[src/lfs_pkg.sv]
`timescale 1ns / 1ps
// lfs_pkg: constants, types and helper functions for the line follow steering block.
// No dependencies; used by the channel interfaces and the top level.
package lfs_pkg;

    // History store geometry
    localparam int HIST_DEPTH = 100;
    localparam int HIST_AW    = $clog2(HIST_DEPTH);
    localparam int FILL_W     = $clog2(HIST_DEPTH + 1);
    localparam int SUM_W      = $clog2(HIST_DEPTH * (HIST_DEPTH + 1) / 2 + 1);

    // Field and register widths
    localparam int SENS_W     = 5;
    localparam int KP_W       = 6;
    localparam int BASE_W     = 7;
    localparam int THR_W      = 16;
    localparam int SPD_W      = 11;
    localparam int TRK_W      = 2;
    localparam int CFG_IDX_W  = 2;
    localparam int CFG_DATA_W = 16;
    localparam int CMP_W      = (SUM_W > THR_W) ? SUM_W : THR_W;

    // Steering arithmetic widths
    localparam int WGT_W   = 5;   // signed weight, -9..9
    localparam int INFL_W  = 4;   // influence, 0..9
    localparam int BI_W    = 11;  // base * influence
    localparam int STEER_W = 12;  // signed 2 * kp * weight
    localparam int NUM_W   = 12;  // dividend magnitude
    localparam int DCNT_W  = $clog2(NUM_W + 1);

    // Register indexes
    localparam logic [CFG_IDX_W-1:0] CFG_KP    = 2'd0;
    localparam logic [CFG_IDX_W-1:0] CFG_BASE  = 2'd1;
    localparam logic [CFG_IDX_W-1:0] CFG_THR   = 2'd2;
    localparam logic [CFG_IDX_W-1:0] CFG_WHITE = 2'd3;

    // Register reset values
    localparam logic [KP_W-1:0]   KP_RST    = 6'd19;
    localparam logic [BASE_W-1:0] BASE_RST  = 7'd60;
    localparam logic [THR_W-1:0]  THR_RST   = 16'd400;
    localparam logic              WHITE_RST = 1'b1;

    // Tracking codes
    localparam logic [TRK_W-1:0] TRK_CENTERED   = 2'd0;
    localparam logic [TRK_W-1:0] TRK_LOST_LEFT  = 2'd1;
    localparam logic [TRK_W-1:0] TRK_LOST_RIGHT = 2'd2;

    // Lost-line steering
    localparam logic signed [WGT_W-1:0] LOST_WGT  = 5'sd9;
    localparam logic [INFL_W-1:0]       LOST_INFL = 4'd2;

    typedef logic [SENS_W-1:0] t_sens;
    typedef logic [TRK_W-1:0]  t_trk;
    typedef logic signed [SPD_W-1:0] t_speed;

    // Weight over set sensors: far left -3, left -1, centre 0, right +1, far right +3
    function automatic logic signed [WGT_W-1:0] sens_weight(input t_sens b);
        logic signed [WGT_W-1:0] w;
        begin
            w = '0;
            if (b[4]) w = w - 5'sd3;
            if (b[3]) w = w - 5'sd1;
            if (b[1]) w = w + 5'sd1;
            if (b[0]) w = w + 5'sd3;
            return w;
        end
    endfunction

    // Influence: 1 for the centre sensor, 2 for each other one
    function automatic logic [INFL_W-1:0] sens_infl(input t_sens b);
        logic [INFL_W-1:0] n;
        begin
            n = '0;
            if (b[4]) n = n + 4'd2;
            if (b[3]) n = n + 4'd2;
            if (b[2]) n = n + 4'd1;
            if (b[1]) n = n + 4'd2;
            if (b[0]) n = n + 4'd2;
            return n;
        end
    endfunction

endpackage

[src/lfs_in_if.sv]
`timescale 1ns / 1ps
// lfs_in_if: sensor request channel (valid/ready plus sensor payload).
// Depends on lfs_pkg.
interface lfs_in_if;
    logic                      valid;
    logic                      ready;
    logic [lfs_pkg::SENS_W-1:0] sensor_bits;
    logic                      slow_mode;

    modport source (output valid, output sensor_bits, output slow_mode, input ready);
    modport sink   (input valid, input sensor_bits, input slow_mode, output ready);
endinterface

[src/lfs_out_if.sv]
`timescale 1ns / 1ps
// lfs_out_if: wheel speed result channel (valid/ready plus speeds and tracking state).
// Depends on lfs_pkg.
interface lfs_out_if;
    logic                              valid;
    logic                              ready;
    logic signed [lfs_pkg::SPD_W-1:0]  left_speed;
    logic signed [lfs_pkg::SPD_W-1:0]  right_speed;
    logic [lfs_pkg::TRK_W-1:0]         track_state;

    modport source (output valid, output left_speed, output right_speed,
                    output track_state, input ready);
    modport sink   (input valid, input left_speed, input right_speed,
                    input track_state, output ready);
endinterface

[src/line_follow_steering.sv]
`timescale 1ns / 1ps
// line_follow_steering: proportional line-following wheel speed controller, top level.
// Depends on lfs_pkg, lfs_in_if and lfs_out_if.

// One request is one 5-bit ground sensor reading (inverted when the line is white)
// and gives one result: left and right wheel speeds and the tracking state. The
// block handles one request at a time; i_in.ready is high only while it is idle.
// A request that sees the line, or arrives while already lost, takes two passes of
// a 12-step restoring divider by the influence (1..9), one for each wheel. A
// request that sees no line while centered first scans the history memory, one
// entry per cycle through its single read port. The history is a circular
// buffer; a fill count makes entries not yet written read as zero, so there is
// no clearing pass after reset. The result sits in an output register, so a new
// request is taken while the previous result waits on o_out.ready; the block
// then holds its next result until that register frees up. Config writes
// (kp, base speed, lost_threshold, line_is_white) take effect at once and are
// expected only while the block is idle.
module line_follow_steering (
    input  logic                                 i_clk,
    input  logic                                 i_rst_n,
    lfs_in_if.sink                               i_in,
    lfs_out_if.source                            o_out,
    input  logic                                 i_cfg_we,
    input  logic [lfs_pkg::CFG_IDX_W-1:0]        i_cfg_idx,
    input  logic [lfs_pkg::CFG_DATA_W-1:0]       i_cfg_data
);

    // Sequencer states
    localparam logic [2:0] ST_IDLE   = 3'd0;
    localparam logic [2:0] ST_SUM    = 3'd1;  // issue history reads
    localparam logic [2:0] ST_DRAIN  = 3'd2;  // last read data accumulates
    localparam logic [2:0] ST_DECIDE = 3'd3;  // lost-line decision
    localparam logic [2:0] ST_PREP   = 3'd4;  // weight, influence, products
    localparam logic [2:0] ST_LOAD   = 3'd5;  // form dividend for one wheel
    localparam logic [2:0] ST_DIV    = 3'd6;  // restoring divide steps
    localparam logic [2:0] ST_OUT    = 3'd7;  // hand result to output register

    // Configuration
    logic [lfs_pkg::KP_W-1:0]   r_kp;
    logic [lfs_pkg::BASE_W-1:0] r_base;
    logic [lfs_pkg::THR_W-1:0]  r_thr;
    logic                       r_white;

    // Control
    logic [2:0]                   r_state;
    lfs_pkg::t_trk                r_trk;
    logic [lfs_pkg::HIST_AW-1:0]  r_wptr;
    logic [lfs_pkg::HIST_AW-1:0]  r_p;
    logic [lfs_pkg::FILL_W-1:0]   r_fill;
    logic [lfs_pkg::HIST_AW-1:0]  r_idx;
    logic                         r_rdv;
    logic                         r_side;
    logic [lfs_pkg::DCNT_W-1:0]   r_dcnt;
    logic                         r_ovalid;

    // Datapath
    lfs_pkg::t_sens               r_hist [lfs_pkg::HIST_DEPTH];
    lfs_pkg::t_sens               r_rd;
    lfs_pkg::t_sens               r_bits;
    logic                         r_slow;
    logic [lfs_pkg::FILL_W-1:0]   r_age;
    logic [lfs_pkg::SUM_W-1:0]    r_lsum;
    logic [lfs_pkg::SUM_W-1:0]    r_rsum;
    logic [lfs_pkg::BI_W-1:0]     r_bi;
    logic signed [lfs_pkg::STEER_W-1:0] r_steer;
    logic [lfs_pkg::INFL_W-1:0]   r_infl;
    logic [lfs_pkg::NUM_W-1:0]    r_quo;
    logic [lfs_pkg::INFL_W-1:0]   r_rem;
    logic                         r_neg;
    lfs_pkg::t_speed              r_left;
    lfs_pkg::t_speed              r_right;
    lfs_pkg::t_speed              r_oleft;
    lfs_pkg::t_speed              r_oright;
    lfs_pkg::t_trk                r_otrk;

    logic                         in_acc;
    lfs_pkg::t_sens               in_bits;
    logic [lfs_pkg::HIST_AW-1:0]  rd_addr;
    logic [lfs_pkg::HIST_AW:0]    wrap_addr;
    logic [lfs_pkg::BASE_W-1:0]   base_eff;
    logic signed [lfs_pkg::WGT_W-1:0] wgt;
    logic [lfs_pkg::INFL_W-1:0]   infl;
    logic signed [lfs_pkg::STEER_W-1:0] steer_c;
    logic signed [lfs_pkg::NUM_W:0] num;
    logic signed [lfs_pkg::NUM_W:0] num_mag;
    logic [lfs_pkg::INFL_W:0]     trial;
    logic                         q_bit;
    logic [lfs_pkg::NUM_W-1:0]    n_quo;
    logic signed [lfs_pkg::NUM_W:0] q_signed;
    logic signed [lfs_pkg::NUM_W:0] q_res;
    logic                         l_over;
    logic                         r_over;
    logic                         out_free;

    assign in_acc   = i_in.valid && i_in.ready;
    assign in_bits  = r_white ? ~i_in.sensor_bits : i_in.sensor_bits;
    assign out_free = !r_ovalid || o_out.ready;

    assign i_in.ready        = (r_state == ST_IDLE);
    assign o_out.valid       = r_ovalid;
    assign o_out.left_speed  = r_oleft;
    assign o_out.right_speed = r_oright;
    assign o_out.track_state = r_otrk;

    // History index i lives at address (newest - i) mod depth
    assign wrap_addr = {1'b0, r_p} + (lfs_pkg::HIST_AW + 1)'(lfs_pkg::HIST_DEPTH)
                       - {1'b0, r_idx};
    assign rd_addr   = (r_p >= r_idx) ? (r_p - r_idx) : wrap_addr[lfs_pkg::HIST_AW-1:0];

    assign l_over = lfs_pkg::CMP_W'(r_lsum) > lfs_pkg::CMP_W'(r_thr);
    assign r_over = lfs_pkg::CMP_W'(r_rsum) > lfs_pkg::CMP_W'(r_thr);

    // Steering weight and influence
    always_comb begin
        base_eff = r_slow ? (r_base >> 1) : r_base;
        if (r_bits != '0) begin
            wgt  = lfs_pkg::sens_weight(r_bits);
            infl = lfs_pkg::sens_infl(r_bits);
        end else if (r_trk == lfs_pkg::TRK_LOST_RIGHT) begin
            wgt  = lfs_pkg::LOST_WGT;
            infl = lfs_pkg::LOST_INFL;
        end else if (r_trk == lfs_pkg::TRK_LOST_LEFT) begin
            wgt  = -lfs_pkg::LOST_WGT;
            infl = lfs_pkg::LOST_INFL;
        end else begin
            wgt  = '0;
            infl = '0;
        end
        steer_c = lfs_pkg::STEER_W'($signed({1'b0, r_kp, 1'b0}))
                  * lfs_pkg::STEER_W'(wgt);
    end

    // Dividend for the current wheel, split into sign and magnitude
    always_comb begin
        if (r_side) begin
            num = $signed({2'b00, r_bi}) - (lfs_pkg::NUM_W + 1)'(r_steer);
        end else begin
            num = $signed({2'b00, r_bi}) + (lfs_pkg::NUM_W + 1)'(r_steer);
        end
        num_mag = num[lfs_pkg::NUM_W] ? -num : num;
    end

    // One restoring divide step
    always_comb begin
        trial    = {r_rem, r_quo[lfs_pkg::NUM_W-1]};
        q_bit    = (trial >= {1'b0, r_infl});
        n_quo    = {r_quo[lfs_pkg::NUM_W-2:0], q_bit};
        q_signed = $signed({1'b0, n_quo});
        q_res    = r_neg ? -q_signed : q_signed;
    end

    // History memory
    always_ff @(posedge i_clk) begin
        if (in_acc) begin
            r_hist[r_wptr] <= in_bits;
        end
        r_rd <= r_hist[rd_addr];
    end

    // Configuration registers
    always_ff @(posedge i_clk) begin
        if (!i_rst_n) begin
            r_kp    <= lfs_pkg::KP_RST;
            r_base  <= lfs_pkg::BASE_RST;
            r_thr   <= lfs_pkg::THR_RST;
            r_white <= lfs_pkg::WHITE_RST;
        end else if (i_cfg_we) begin
            case (i_cfg_idx)
                lfs_pkg::CFG_KP:    r_kp    <= i_cfg_data[lfs_pkg::KP_W-1:0];
                lfs_pkg::CFG_BASE:  r_base  <= i_cfg_data[lfs_pkg::BASE_W-1:0];
                lfs_pkg::CFG_THR:   r_thr   <= i_cfg_data[lfs_pkg::THR_W-1:0];
                lfs_pkg::CFG_WHITE: r_white <= i_cfg_data[0];
                default: ;
            endcase
        end
    end

    // Age-weighted sums of the outer sensors, one entry per cycle
    always_ff @(posedge i_clk) begin
        if (in_acc) begin
            r_lsum <= '0;
            r_rsum <= '0;
        end else if (r_rdv) begin
            if (r_rd[lfs_pkg::SENS_W-1]) r_lsum <= r_lsum + lfs_pkg::SUM_W'(r_age);
            if (r_rd[0])                 r_rsum <= r_rsum + lfs_pkg::SUM_W'(r_age);
        end
        r_age <= lfs_pkg::FILL_W'(lfs_pkg::HIST_DEPTH) - lfs_pkg::FILL_W'(r_idx);
    end

    // Sequencer and datapath registers
    always_ff @(posedge i_clk) begin
        if (!i_rst_n) begin
            r_state  <= ST_IDLE;
            r_trk    <= lfs_pkg::TRK_CENTERED;
            r_wptr   <= '0;
            r_fill   <= '0;
            r_rdv    <= 1'b0;
            r_ovalid <= 1'b0;
            r_idx    <= '0;
            r_side   <= 1'b0;
            r_dcnt   <= '0;
        end else begin
            // newest entry holds no line, so the scan starts at index 1
            r_rdv <= (r_state == ST_SUM) && (lfs_pkg::FILL_W'(r_idx) < r_fill);
            // ST_OUT reloads the output register itself
            if (r_ovalid && o_out.ready && r_state != ST_OUT) begin
                r_ovalid <= 1'b0;
            end
            case (r_state)
                ST_IDLE: begin
                    if (in_acc) begin
                        r_bits <= in_bits;
                        r_slow <= i_in.slow_mode;
                        r_p    <= r_wptr;
                        r_wptr <= (r_wptr == lfs_pkg::HIST_AW'(lfs_pkg::HIST_DEPTH - 1))
                                  ? '0 : r_wptr + 1'b1;
                        if (r_fill != lfs_pkg::FILL_W'(lfs_pkg::HIST_DEPTH)) begin
                            r_fill <= r_fill + 1'b1;
                        end
                        r_idx <= lfs_pkg::HIST_AW'(1);
                        if (in_bits != '0) begin
                            r_trk   <= lfs_pkg::TRK_CENTERED;
                            r_state <= ST_PREP;
                        end else if (r_trk == lfs_pkg::TRK_CENTERED) begin
                            r_state <= ST_SUM;
                        end else begin
                            r_state <= ST_PREP;
                        end
                    end
                end
                ST_SUM: begin
                    r_idx <= r_idx + 1'b1;
                    if (r_idx == lfs_pkg::HIST_AW'(lfs_pkg::HIST_DEPTH - 1)) begin
                        r_state <= ST_DRAIN;
                    end
                end
                ST_DRAIN: begin
                    r_state <= ST_DECIDE;
                end
                ST_DECIDE: begin
                    if (l_over || r_over) begin
                        r_trk <= (r_lsum > r_rsum) ? lfs_pkg::TRK_LOST_LEFT
                                                   : lfs_pkg::TRK_LOST_RIGHT;
                    end
                    r_state <= ST_PREP;
                end
                ST_PREP: begin
                    r_bi    <= lfs_pkg::BI_W'(base_eff) * lfs_pkg::BI_W'(infl);
                    r_steer <= steer_c;
                    r_infl  <= infl;
                    r_side  <= 1'b0;
                    if (infl == '0) begin
                        // no steering term: both wheels at base speed
                        r_left  <= lfs_pkg::t_speed'({1'b0, base_eff});
                        r_right <= lfs_pkg::t_speed'({1'b0, base_eff});
                        r_state <= ST_OUT;
                    end else begin
                        r_state <= ST_LOAD;
                    end
                end
                ST_LOAD: begin
                    r_neg   <= num[lfs_pkg::NUM_W];
                    r_quo   <= num_mag[lfs_pkg::NUM_W-1:0];
                    r_rem   <= '0;
                    r_dcnt  <= lfs_pkg::DCNT_W'(lfs_pkg::NUM_W);
                    r_state <= ST_DIV;
                end
                ST_DIV: begin
                    r_quo  <= n_quo;
                    r_rem  <= q_bit ? lfs_pkg::INFL_W'(trial - {1'b0, r_infl})
                                    : trial[lfs_pkg::INFL_W-1:0];
                    r_dcnt <= r_dcnt - 1'b1;
                    if (r_dcnt == lfs_pkg::DCNT_W'(1)) begin
                        if (r_side) begin
                            r_right <= q_res[lfs_pkg::SPD_W-1:0];
                            r_state <= ST_OUT;
                        end else begin
                            r_left  <= q_res[lfs_pkg::SPD_W-1:0];
                            r_side  <= 1'b1;
                            r_state <= ST_LOAD;
                        end
                    end
                end
                ST_OUT: begin
                    if (out_free) begin
                        r_oleft  <= r_left;
                        r_oright <= r_right;
                        r_otrk   <= r_trk;
                        r_ovalid <= 1'b1;
                        r_state  <= ST_IDLE;
                    end
                end
                default: r_state <= ST_IDLE;
            endcase
        end
    end

`ifndef ASSERT_OFF
    // a request that sees the line recenters tracking
    a_recenter: assert property (@(posedge i_clk) disable iff (!i_rst_n)
        (in_acc && in_bits != '0) |=> (r_trk == lfs_pkg::TRK_CENTERED))
        else $error("tracking not centered after line seen");

    a_fill_bound: assert property (@(posedge i_clk) disable iff (!i_rst_n)
        r_fill <= lfs_pkg::FILL_W'(lfs_pkg::HIST_DEPTH))
        else $error("history fill count past depth");

    a_idle_hold: assert property (@(posedge i_clk) disable iff (!i_rst_n)
        (r_state == ST_IDLE && !in_acc) |=> (r_state == ST_IDLE))
        else $error("sequencer left idle without a request");

    a_div_nonzero: assert property (@(posedge i_clk) disable iff (!i_rst_n)
        (r_state == ST_DIV || r_state == ST_LOAD) |-> (r_infl != '0))
        else $error("divide by zero influence");
`endif

endmodule
[src/flat_wrapper.sv]
// flat-port wrapper written by rule: the top's interface ports become plain ports
module line_follow_steering_flat 
  (i_clk, i_rst_n, i_cfg_we, i_cfg_idx, i_cfg_data, i_in_valid, i_in_sensor_bits, i_in_slow_mode, i_in_ready, o_out_valid, o_out_left_speed, o_out_right_speed, o_out_track_state, o_out_ready);
  lfs_in_if i_in_i ();
  lfs_out_if o_out_i ();
  input  logic i_clk;
  input  logic i_rst_n;
  input  logic i_cfg_we;
  input  logic [lfs_pkg::CFG_IDX_W-1:0] i_cfg_idx;
  input  logic [lfs_pkg::CFG_DATA_W-1:0] i_cfg_data;
  input wire logic [$bits(i_in_i.valid)-1:0] i_in_valid;
  input wire logic [$bits(i_in_i.sensor_bits)-1:0] i_in_sensor_bits;
  input wire logic [$bits(i_in_i.slow_mode)-1:0] i_in_slow_mode;
  output wire logic [$bits(i_in_i.ready)-1:0] i_in_ready;
  output wire logic [$bits(o_out_i.valid)-1:0] o_out_valid;
  output wire logic [$bits(o_out_i.left_speed)-1:0] o_out_left_speed;
  output wire logic [$bits(o_out_i.right_speed)-1:0] o_out_right_speed;
  output wire logic [$bits(o_out_i.track_state)-1:0] o_out_track_state;
  input wire logic [$bits(o_out_i.ready)-1:0] o_out_ready;
  assign i_in_i.valid = i_in_valid;
  assign i_in_i.sensor_bits = i_in_sensor_bits;
  assign i_in_i.slow_mode = i_in_slow_mode;
  assign i_in_ready = i_in_i.ready;
  assign o_out_valid = o_out_i.valid;
  assign o_out_left_speed = o_out_i.left_speed;
  assign o_out_right_speed = o_out_i.right_speed;
  assign o_out_track_state = o_out_i.track_state;
  assign o_out_i.ready = o_out_ready;
  line_follow_steering u_core (.i_clk(i_clk), .i_rst_n(i_rst_n), .i_in(i_in_i), .o_out(o_out_i), .i_cfg_we(i_cfg_we), .i_cfg_idx(i_cfg_idx), .i_cfg_data(i_cfg_data));
endmodule
[config.mk]
export PLATFORM = sky130hd
export DESIGN_NAME = line_follow_steering_flat
export DESIGN_NICKNAME = d
export VERILOG_FILES = /design/src/lfs_pkg.sv /design/src/lfs_in_if.sv /design/src/lfs_out_if.sv /design/src/line_follow_steering.sv /design/src/flat_wrapper.sv
export SDC_FILE = /design/constraint.sdc
export NUM_CORES = 1
export LEC_CHECK = 0
export BUFFER_PORTS_ARGS = -buffer_cell sky130_fd_sc_hd__clkbuf_2
export CAP_MARGIN = 40
export CORE_ASPECT_RATIO = 0.5
export CORE_MARGIN = 3
export CORE_UTILIZATION = 35
export DETAILED_ROUTE_END_ITERATION = 7
export PLACE_DENSITY_LB_ADDON = 0.05
export SLEW_MARGIN = 10
export SYNTH_ARGS = -nofsm -noshare
export SYNTH_HDL_FRONTEND = slang
export SYNTH_SLANG_ARGS = --single-unit
[constraint.sdc]
create_clock -name i_clk -period 8.87 [get_ports i_clk]
set_input_delay 0.887 -clock i_clk [delete_from_list [all_inputs] [get_ports i_clk]]
set_output_delay 0.887 -clock i_clk [all_outputs]
set_load 0.05 [all_outputs]
# Yosys cells after proc, flatten, opt, wreduce, memory -nomap -nowiden
# Memories as Yosys holds them, arrays and structs flattened. A register that Yosys moved wholly into a read port is not among the register bits.
# Index checks and enable logic that the tools add are counted.
# word_totals
mem_count	1
in_bits	29
ram_bits	500
reg_bits	198
romBits	0
latch_bits	0
elab_cells	187
# mem_list
memory	depth	word_bits	rd	rd_clocked_by_memory_dff	write_ports	line	source
u_core.r_hist	100	5	1	1	1	line_follow_steering.sv:57	lfs_pkg::t_sens r_hist [lfs_pkg::HIST_DEPTH];
# op_classes
mul	2
shifts	0
bitwise_logic	1
n_div	0
eq_ne	26
n_mux	63
n_lt_le_gt_ge	6
n_addsub	22
reduce_logical	36
# op_table
op	count
11-bit 2-to-1 mux	6
5-bit 2-to-1 mux	11
4-bit 2-to-1 mux	11
11-bit one-hot mux with 2 select lines	2
13-bit by 16-bit greater-than comparator with 1-bit output	2
7-bit 2-to-1 mux	4
13-bit by 7-bit adder with 13-bit output	2
12-bit one-hot mux with 2 select lines	1
3-bit one-hot mux with 8 select lines	1
2-bit AND reduction	12
7-bit by 1-bit adder with 7-bit output (second input constant)	3
3-bit 2-to-1 mux	6
2-bit 2-to-1 mux	8
4-bit one-hot mux with 2 select lines	2
7-bit == test (second input constant)	2
7-bit one-hot mux with 2 select lines	1
7-bit subtractor	2
12-bit by 12-bit adder with 13-bit output	1
13-bit greater-than comparator	1
13-bit 2-to-1 mux	1
12-bit by 12-bit subtractor with 13-bit output	1
4-bit by 2-bit adder with 4-bit output (second input constant)	3
3-bit == test (second input constant)	4
12-bit 2-to-1 mux	1
other kinds (39)	68

# Depth between registers and ports, before layout
# Gate-level depths: netlist of the first run.
# depth
ltp_word	17
ltp_mapped	25
ltp_nobuf	24

# Least setup slack after synthesis of the first run
# Ideal clock, no wire load.
# synth_timing
path_type	reg-to-reg
startpoint	register u_core.r_bits[1]
endpoint	register u_core.r_steer[11] in the netlist's numbering (data pin)
stages_incl_launch_ff	25
setup_ps	259
path_slack_ps	3251
arrival_ps	5359
path_cell_list	edfxtp_1 clkbuf_1 inv_1 fa_1 inv_1 ha_1 inv_1 ha_1 nand2_1 xnor2_1 o21a_1 clkbuf_1 or2_2 fa_1 fa_1 fa_1 inv_1 ha_1 a21o_1 a21oi_1 o21bai_1 a21oi_1 o21bai_1 a21oi_1 xnor2_1
# synth_between
elab_chain_cells	6
# synth_rtl
element	line	source
start: declaration	line_follow_steering.sv:59	lfs_pkg::t_sens r_bits;
start signal: assignment	line_follow_steering.sv:212	r_bits <= in_bits;
5-bit 2-to-1 mux	lfs_pkg.sv:63	if (b[1]) w = w + 5'sd1;
5-bit 2-to-1 mux	line_follow_steering.sv:116	if (r_bits != '0) begin
5-bit by 3-bit adder with 5-bit output	lfs_pkg.sv:64	if (b[0]) w = w + 5'sd3;
5-bit 2-to-1 mux	lfs_pkg.sv:64	
5-bit 2-to-1 mux (*)	line_follow_steering.sv:116	
7-bit by 5-bit multiplier with 11-bit output (*)	line_follow_steering.sv:130	* lfs_pkg::STEER_W'(wgt);
net u_core.steer_c (one bit)	line_follow_steering.sv:83	logic signed [lfs_pkg::STEER_W-1:0] steer_c;
end signal: assignment	line_follow_steering.sv:249	r_steer <= steer_c;
end: declaration	line_follow_steering.sv:65	logic signed [lfs_pkg::STEER_W-1:0] r_steer;
# The timed path passes the listed nets; every way through them passes the cells marked *. The select of a mux whose other input is x is not followed.
# A chain may end at the register's enable or synchronous reset.

# Final worst setup path of the first run
# Same ends and word-level chain as after synthesis.

==> results.toml, run 1 <==
[setup_path]
cp-end-kind = "flip-flop"
rrSetupSlack_ns = 3.15
r2r-start = "u_core.r_bits[1]$_DFFE_PP_"
crit_slowest_cell = "fa_1"
cp-start-kind = "flip-flop"
criticalPathCategory = "flip-flop to flip-flop"
regToRegEndpoint = "u_core.r_steer[11]$_DFFE_PP_"
reg2regPathDepth = 22
crit_path_start = "u_core.r_bits[1]$_DFFE_PP_"
crit_chain = "inv_1 -> fa_1 -> inv_1 -> ha_1 -> inv_1 -> ha_1 -> nand2_1 -> xnor2_1 -> o21a_1 -> or2_2 -> fa_1 -> fa_1 -> fa_1 -> inv_1 -> ha_1 -> a21o_1 -> a21oi_1 -> o21bai_1 -> a21oi_1 -> o21bai_1 -> a21oi_1 -> xnor2_1"
cp_data_arrival_time_ns = 6.03
worst-path-buf-inv = 4
crit_fanout = 8
crit_family = "adder cells"
required_ns = 9.19
max_stage_delay_ns = 0.62

[finish]
final_cell_mix = "302 x edfxtp_1, 254 x nor2_1, 176 x nand2_1, 144 x ha_1, 141 x inv_1"
multi_input_area_mm2 = 0.0101
layout.area.seq_mm2 = 0.0110
final_nets = 2280
layout-drive-gt1-share_pct = 11.5
area_delta_synth_final_pct = 12.9
final_common_cell = "edfxtp_1"
fill_cells = 6051
diodes = 0

[timing]
layout_min_cycle_time_ns = 5.72
tightest_slew_ns = 0.862
fin_skew_ns = 0.0249
hold_viol = 0
setup-tns-final_ns = 0
min_period_over_period_pct = 64.5
setup_viol = 0
max_freq_mhz = 175
slew_viol_final = 0
whs_ns = 0.419
grt_setup_unrepaired = "false"
relSlewSlack_pct = 42.5

[global_routing]
antenna_found_initial = 0
grt_pass1_wl_um = 89400
grt_pass1_vias = 15106
grt_start_max_net_pins = 82
overflow = 0
grtUsageTotal_pct = 17.3

[synthesis]
synth_edf_count = 302
yosysWarnings = 0
synth_top_area_share_pct = 41.2
synth_top_area_cell = "edfxtp_1"
ys_seq_area_share_pct = 50.2
synth.distinct_cells = 85
ys_ff_latch = 400
async_flop_share_pct = 0
syn_nets = 2225
synth-main-ff-cell = "edfxtp_1"
syn_inst = 2018
yosys-top-cells-area = "edfxtp_1 41%, dfxtp_1 8.9%, ha_1 8.3%, nor2_1 4.3%, mux4_2 3.5%"
synth_area_mm2 = 0.0220
syn_avg_cell_area_um2 = 10.9

[die]
core_area_mm2 = 0.0617
die_h_um = 183
dieWidth_um = 360
row_count = 64
die-area_mm2 = 0.0660
initial_utilization_pct = 35.7
ios = 55

[job]
drv_cap = 0

[pwr]
power.density_mw_per_mm2 = 218
vdd_drop_max_mv = 0.115
p_leak_nw = 9.18

[clock_network]
clk_pin_slew_worst_paths_ns = 0.07
cts_htree_levels = 2
root_buffer = "clkbuf_16"
cts_resized = 0
clk_latency_ns = 0.57
cts_sinks = 400
cts-hold-fix-buffers = 0
cts.path.max_buffers = 3
post_cts_buffers = 0
cts_tree = "yes"
numCtsBuffers = 41

[route]
dr.pass1.iters = 5
ant_nets = 0
viasPerCell = 5.11
wire_per_inst_um = 19.5
drt_wl_total_um = 57200
drc = 0
vias = 14981
dr.first_iter.drc_count = 794

[hold_path]
min_to = "u_core.o_out.right_speed[3]$_DFFE_PP_"
hold_start = "u_core.r_right[3]$_DFFE_PP_"
whs_path_depth = 0
hold_class = "flip-flop to flip-flop"

[place]
hpwl_um = 40200
gp_congestion = 0.778
portBuffers = 54

[run_status]
run_status = "complete, no violations"
==> power by group <==
group | total [mW] | switching, mW | internal [mW]
clock network | 1.85 | 0.769 | 1.08
registers | 2.18 | 0.0631 | 2.11
logic | 1.39 | 0.823 | 0.571
total | 5.42 | 1.65 | 3.76
==> metal layers <==
| metal | wire, um | track usage (%) | vias to the layer above |
|---|---|---|---|
| li1 | - | - | 7368 |
| met1 | 27300 | 23.9 | 7320 |
| met2 | 26800 | 28.9 | 227 |
| met3 | 2230 | 2.90 | 66 |
| met4 | 930 | 3.66 | 0 |
| met5 | 0 | 0 | - |
==> worst max-delay path by stage <==
| stage | depth (start not counted) | to | slack, ns |
|---|---|---|---|
| 2_1_floorplan | 24 | u_core.r_steer[11]$_DFFE_PP_ | 3.25 |
| 3_3_place_gp | 22 | u_core.r_steer[11]$_DFFE_PP_ | 3.13 |
| 3_5_place_dp | 22 | u_core.r_steer[11]$_DFFE_PP_ | 3.11 |
| 4_1_cts | 22 | u_core.r_steer[11]$_DFFE_PP_ | 3.10 |
| 5_1_grt | 22 | u_core.r_steer[11]$_DFFE_PP_ | 2.78 |
| 6_report | 22 | u_core.r_steer[11]$_DFFE_PP_ | 3.15 |
==> synthesized netlist by cell type (35+ instances only) <==
library cell    n
a21oi_1       114
clkbuf_1       54
dfxtp_1        98
edfxtp_1      302
ha_1          145
inv_1         142
mux2i_1        41
nand2_1       176
nand3_1        48
nor2_1        254
nor2b_1        35
nor3_1         58
o21ai_0        59
xnor2_1        64
==> flip-flops by register name, indices dropped and copies added, names as in the netlist, 6 cells and up <==
signal                    flops
u_core.r_hist               200
u_core.r_thr                 16
u_core.r_lsum                13
u_core.r_rsum                13
u_core.r_quo                 12
u_core.o_out.left_speed      11
u_core.o_out.right_speed     11
u_core.r_bi                  11
u_core.r_left                11
u_core.r_right               11
u_core.r_steer               11
u_core.r_age                  7
u_core.r_base                 7
u_core.r_fill                 7
u_core.r_idx                  7
u_core.r_p                    7
u_core.r_wptr                 7
u_core.r_kp                   6
==> cells by family after synthesis <==
| kind of cell | count (synthesis) | synth area share [%] |
|---|---|---|
| simple gates | 700 | 14.8 |
| flops | 400 | 50.2 |
| compound gates | 333 | 9.91 |
| buf+inv | 226 | 4.14 |
| fa+ha+maj | 178 | 11.3 |
| xor+xnor | 92 | 3.66 |
| mux | 89 | 6.07 |
==> cell type report <==
cell class,count,area share [%]
Sequential cell,400,44.4
Multi-Input combinational cell,1392,40.7
Clock buffer,56,4.56
Tap cell,825,4.16
Timing Repair Buffer,93,2.76
Inverter,145,2.19
Clock inverter,20,1.16
==> worst register-to-register path: stages (launching register included) <==
cell      delay (ns)
edfxtp_1        0.47
inv_1           0.12
fa_1            0.62
inv_1           0.06
ha_1            0.19
inv_1           0.06
ha_1            0.13
nand2_1         0.06
xnor2_1         0.14
o21a_1          0.28
or2_2           0.34
fa_1            0.51
fa_1            0.51
fa_1            0.60
inv_1           0.06
ha_1            0.28
a21o_1          0.17
a21oi_1         0.21
o21bai_1        0.09
a21oi_1         0.23
o21bai_1        0.09
a21oi_1         0.17
xnor2_1         0.09
==> metrics by stage <==
step	instance area (um2)	cells	total power, mW	setup WS [ns]	util (%)
5_1_grt	24800	2931	5.75	2.78	40.3
3_3_place_gp	23200	2842	3.61	3.13	37.6
2_1_floorplan	22000	2018	3.23	3.25	-
6_report	24800	2931	5.42	3.15	40.3
4_1_cts	24800	2931	5.51	3.10	40.3
3_5_place_dp	23400	2855	3.63	3.11	38.0
Power figures use the tool's default switching activity.
==> run 2: changes to the inputs <==
Clock period 8.87 ns to 4.74 ns, I/O delays scaled along.
==> run 2 against run 1 <==
Net effect:
- the run now ends with setup timing left
- sequential share of layout area decreased by 0.65 points
- count of clock-buffer cells in the layout decreased by 3
- hold slack got worse by 0.30 ns
- sequential cell count unchanged
- via count increased by 0.88%
- utilization increased by 0.60 points
- wire length about the same
- largest power group unchanged
==> results.toml, run 2 (synthesis results as in run 1) <==
[finish]
diodes = 0
area_delta_synth_final_pct = 14.6
largest-register = "u_core.r_hist"
layout-drive-gt1-share_pct = 14.3
final_common_cell = "edfxtp_1"
final_cells = 2974
largest_reg_flops = 200
layout.area.seq_mm2 = 0.0110
final_area_mm2 = 0.0252
fill_cells = 5934
final_nets = 2323
multi_input_area_mm2 = 0.0102
final_cell_mix = "302 x edfxtp_1, 253 x nor2_1, 175 x nand2_1, 140 x ha_1, 135 x inv_1"
reg.largest.list = "u_core.r_hist: 200 flops, u_core.r_thr: 16 flops"

[timing]
setup_ws_ns = -0.192
max_freq_mhz = 203
fin_skew_ns = 0.0313
hold_viol = 0
setup_viol = 3
min_period_over_period_pct = 104
whs_ns = 0.123
tightest_slew_ns = 0.761
layout_min_cycle_time_ns = 4.93
slew_viol_final = 0
grt_setup_unrepaired = "true"
relSlewSlack_pct = 49.2

[clock_network]
cts-hold-fix-buffers = 0
cts_tree = "yes"
numCtsBuffers = 41
clk_pin_slew_worst_paths_ns = 0.07
clk_latency_ns = 0.58
cts.path.max_buffers = 3
cts_sinks = 400
root_buffer = "clkbuf_16"
cts_htree_levels = 2

[setup_path]
worst-path-buf-inv = 4
required_ns = 5.03
crit_chain = "inv_2 -> fa_1 -> inv_1 -> ha_2 -> inv_2 -> ha_4 -> nand2_4 -> xnor2_2 -> o21a_1 -> or2_4 -> fa_1 -> fa_1 -> fa_1 -> inv_1 -> ha_1 -> a21o_1 -> a21oi_2 -> o21bai_1 -> a21oi_2 -> o21bai_1 -> a21oi_1 -> xnor2_1"
crit_fanout = 4
path_depth = 22
cp-start-kind = "flip-flop"
reg2regPathDepth = 22
crit_slowest_cell = "fa_1"
cp_data_arrival_time_ns = 5.22
crit_top_cell = "fa_1"
criticalPathCategory = "flip-flop to flip-flop"
cp-end-kind = "flip-flop"
crit_family = "adder cells"
max_stage_delay_ns = 0.57

[route]
viasPerCell = 5.08
drc = 0
wire_per_inst_um = 19.2
drt_wl_total_um = 57200
vias = 15113
ant_nets = 0
dr.first_iter.drc_count = 973
dr.pass1.iters = 5

[global_routing]
antenna_found_initial = 1
grt_start_max_net_pins = 104
grt_pass1_vias = 15255
grt_pass1_wl_um = 90000
overflow = 0
grtUsageTotal_pct = 17.4

[hold_path]
whs_path_depth = 3
hold_class = "primary input to flip-flop"

[place]
place_area_mm2 = 0.0237
preCtsSetupSlack_ns = -0.260
dp_cells = 2895
gp_congestion = 0.790
portBuffers = 54
hpwl_um = 40700

[die]
initial_utilization_pct = 35.7
row_count = 64
ios = 55
core_area_mm2 = 0.0617
die-area_mm2 = 0.0660
dieWidth_um = 360
die_h_um = 183

[pwr]
p_leak_nw = 9.39
vdd_drop_max_mv = 0.227
power.density_mw_per_mm2 = 407

[run_status]
run_status = "complete, but fails checks"
violations = "setup timing"

[job]
drv_cap = 0
-- run 2: stage by stage --
stage          setup TNS [ns]  utilization (%)  total power [mW]
2_1_floorplan          -0.341                -              6.07
3_3_place_gp           -0.447             38.2              6.90
3_5_place_dp           -0.535             38.4              6.91
4_1_cts                -0.717             40.8              10.4
5_1_grt                 -1.67             40.9              10.9
6_report               -0.296             40.9              10.3
-- run 2: layer usage --
metal  global-route usage (%)  wire [um]  share of wire, %
met1                     24.0      27400                48
met2                     29.0      26300                46
met3                     2.71       2220               3.9
met4                     4.30       1320               2.3
met5                        0          0                 0
-- run 2: area by class of cell --
cell class                      instances  share of cell area, %
Clock buffer                           53                   4.53
Clock inverter                         23                   1.02
Inverter                              145                   2.16
Multi-Input combinational cell       1392                   40.5
Sequential cell                       400                   43.8
Tap cell                              825                   4.10
Timing Repair Buffer                  136                   3.89
-- run 2: path summary, 6_finish.rpt --
check | slack (ns) | endpoint | from
worst max-delay path | -0.19 | u_core.r_steer[11]$_DFFE_PP_ | u_core.r_bits[4]$_DFFE_PP_
worst min-delay path | 0.12 | u_core.r_thr[10]$_SDFFE_PN0P_ | i_cfg_data[10]
worst max register to register | -0.19 | u_core.r_steer[11]$_DFFE_PP_ | u_core.r_bits[4]$_DFFE_PP_
worst min register to register | 0.42 | u_core.o_out.left_speed[3]$_DFFE_PP_ | u_core.r_left[3]$_DFFE_PP_
-- run 2: report_power, final --
part	leakage, nW	switching, mW	internal [mW]
Combinational	5.16	1.59	1.19
Sequential	3.54	0.118	3.96
Clock	0.687	1.46	1.94
Total	9.39	3.17	7.08
-- run 2: what timing repair did --
action / CTS / global route
endpoints found under the setup margin: 4 / 7
setup buffers: 6 / 2
gates resized for setup: 12 / 7
pin swaps: 8 / 8
gates cloned: 0 / 0
-- run 2: worst min-delay path: stages --
cell	delay [ns]
clkbuf_2	0.08
nand2_1	0.04
a21oi_1	0.05
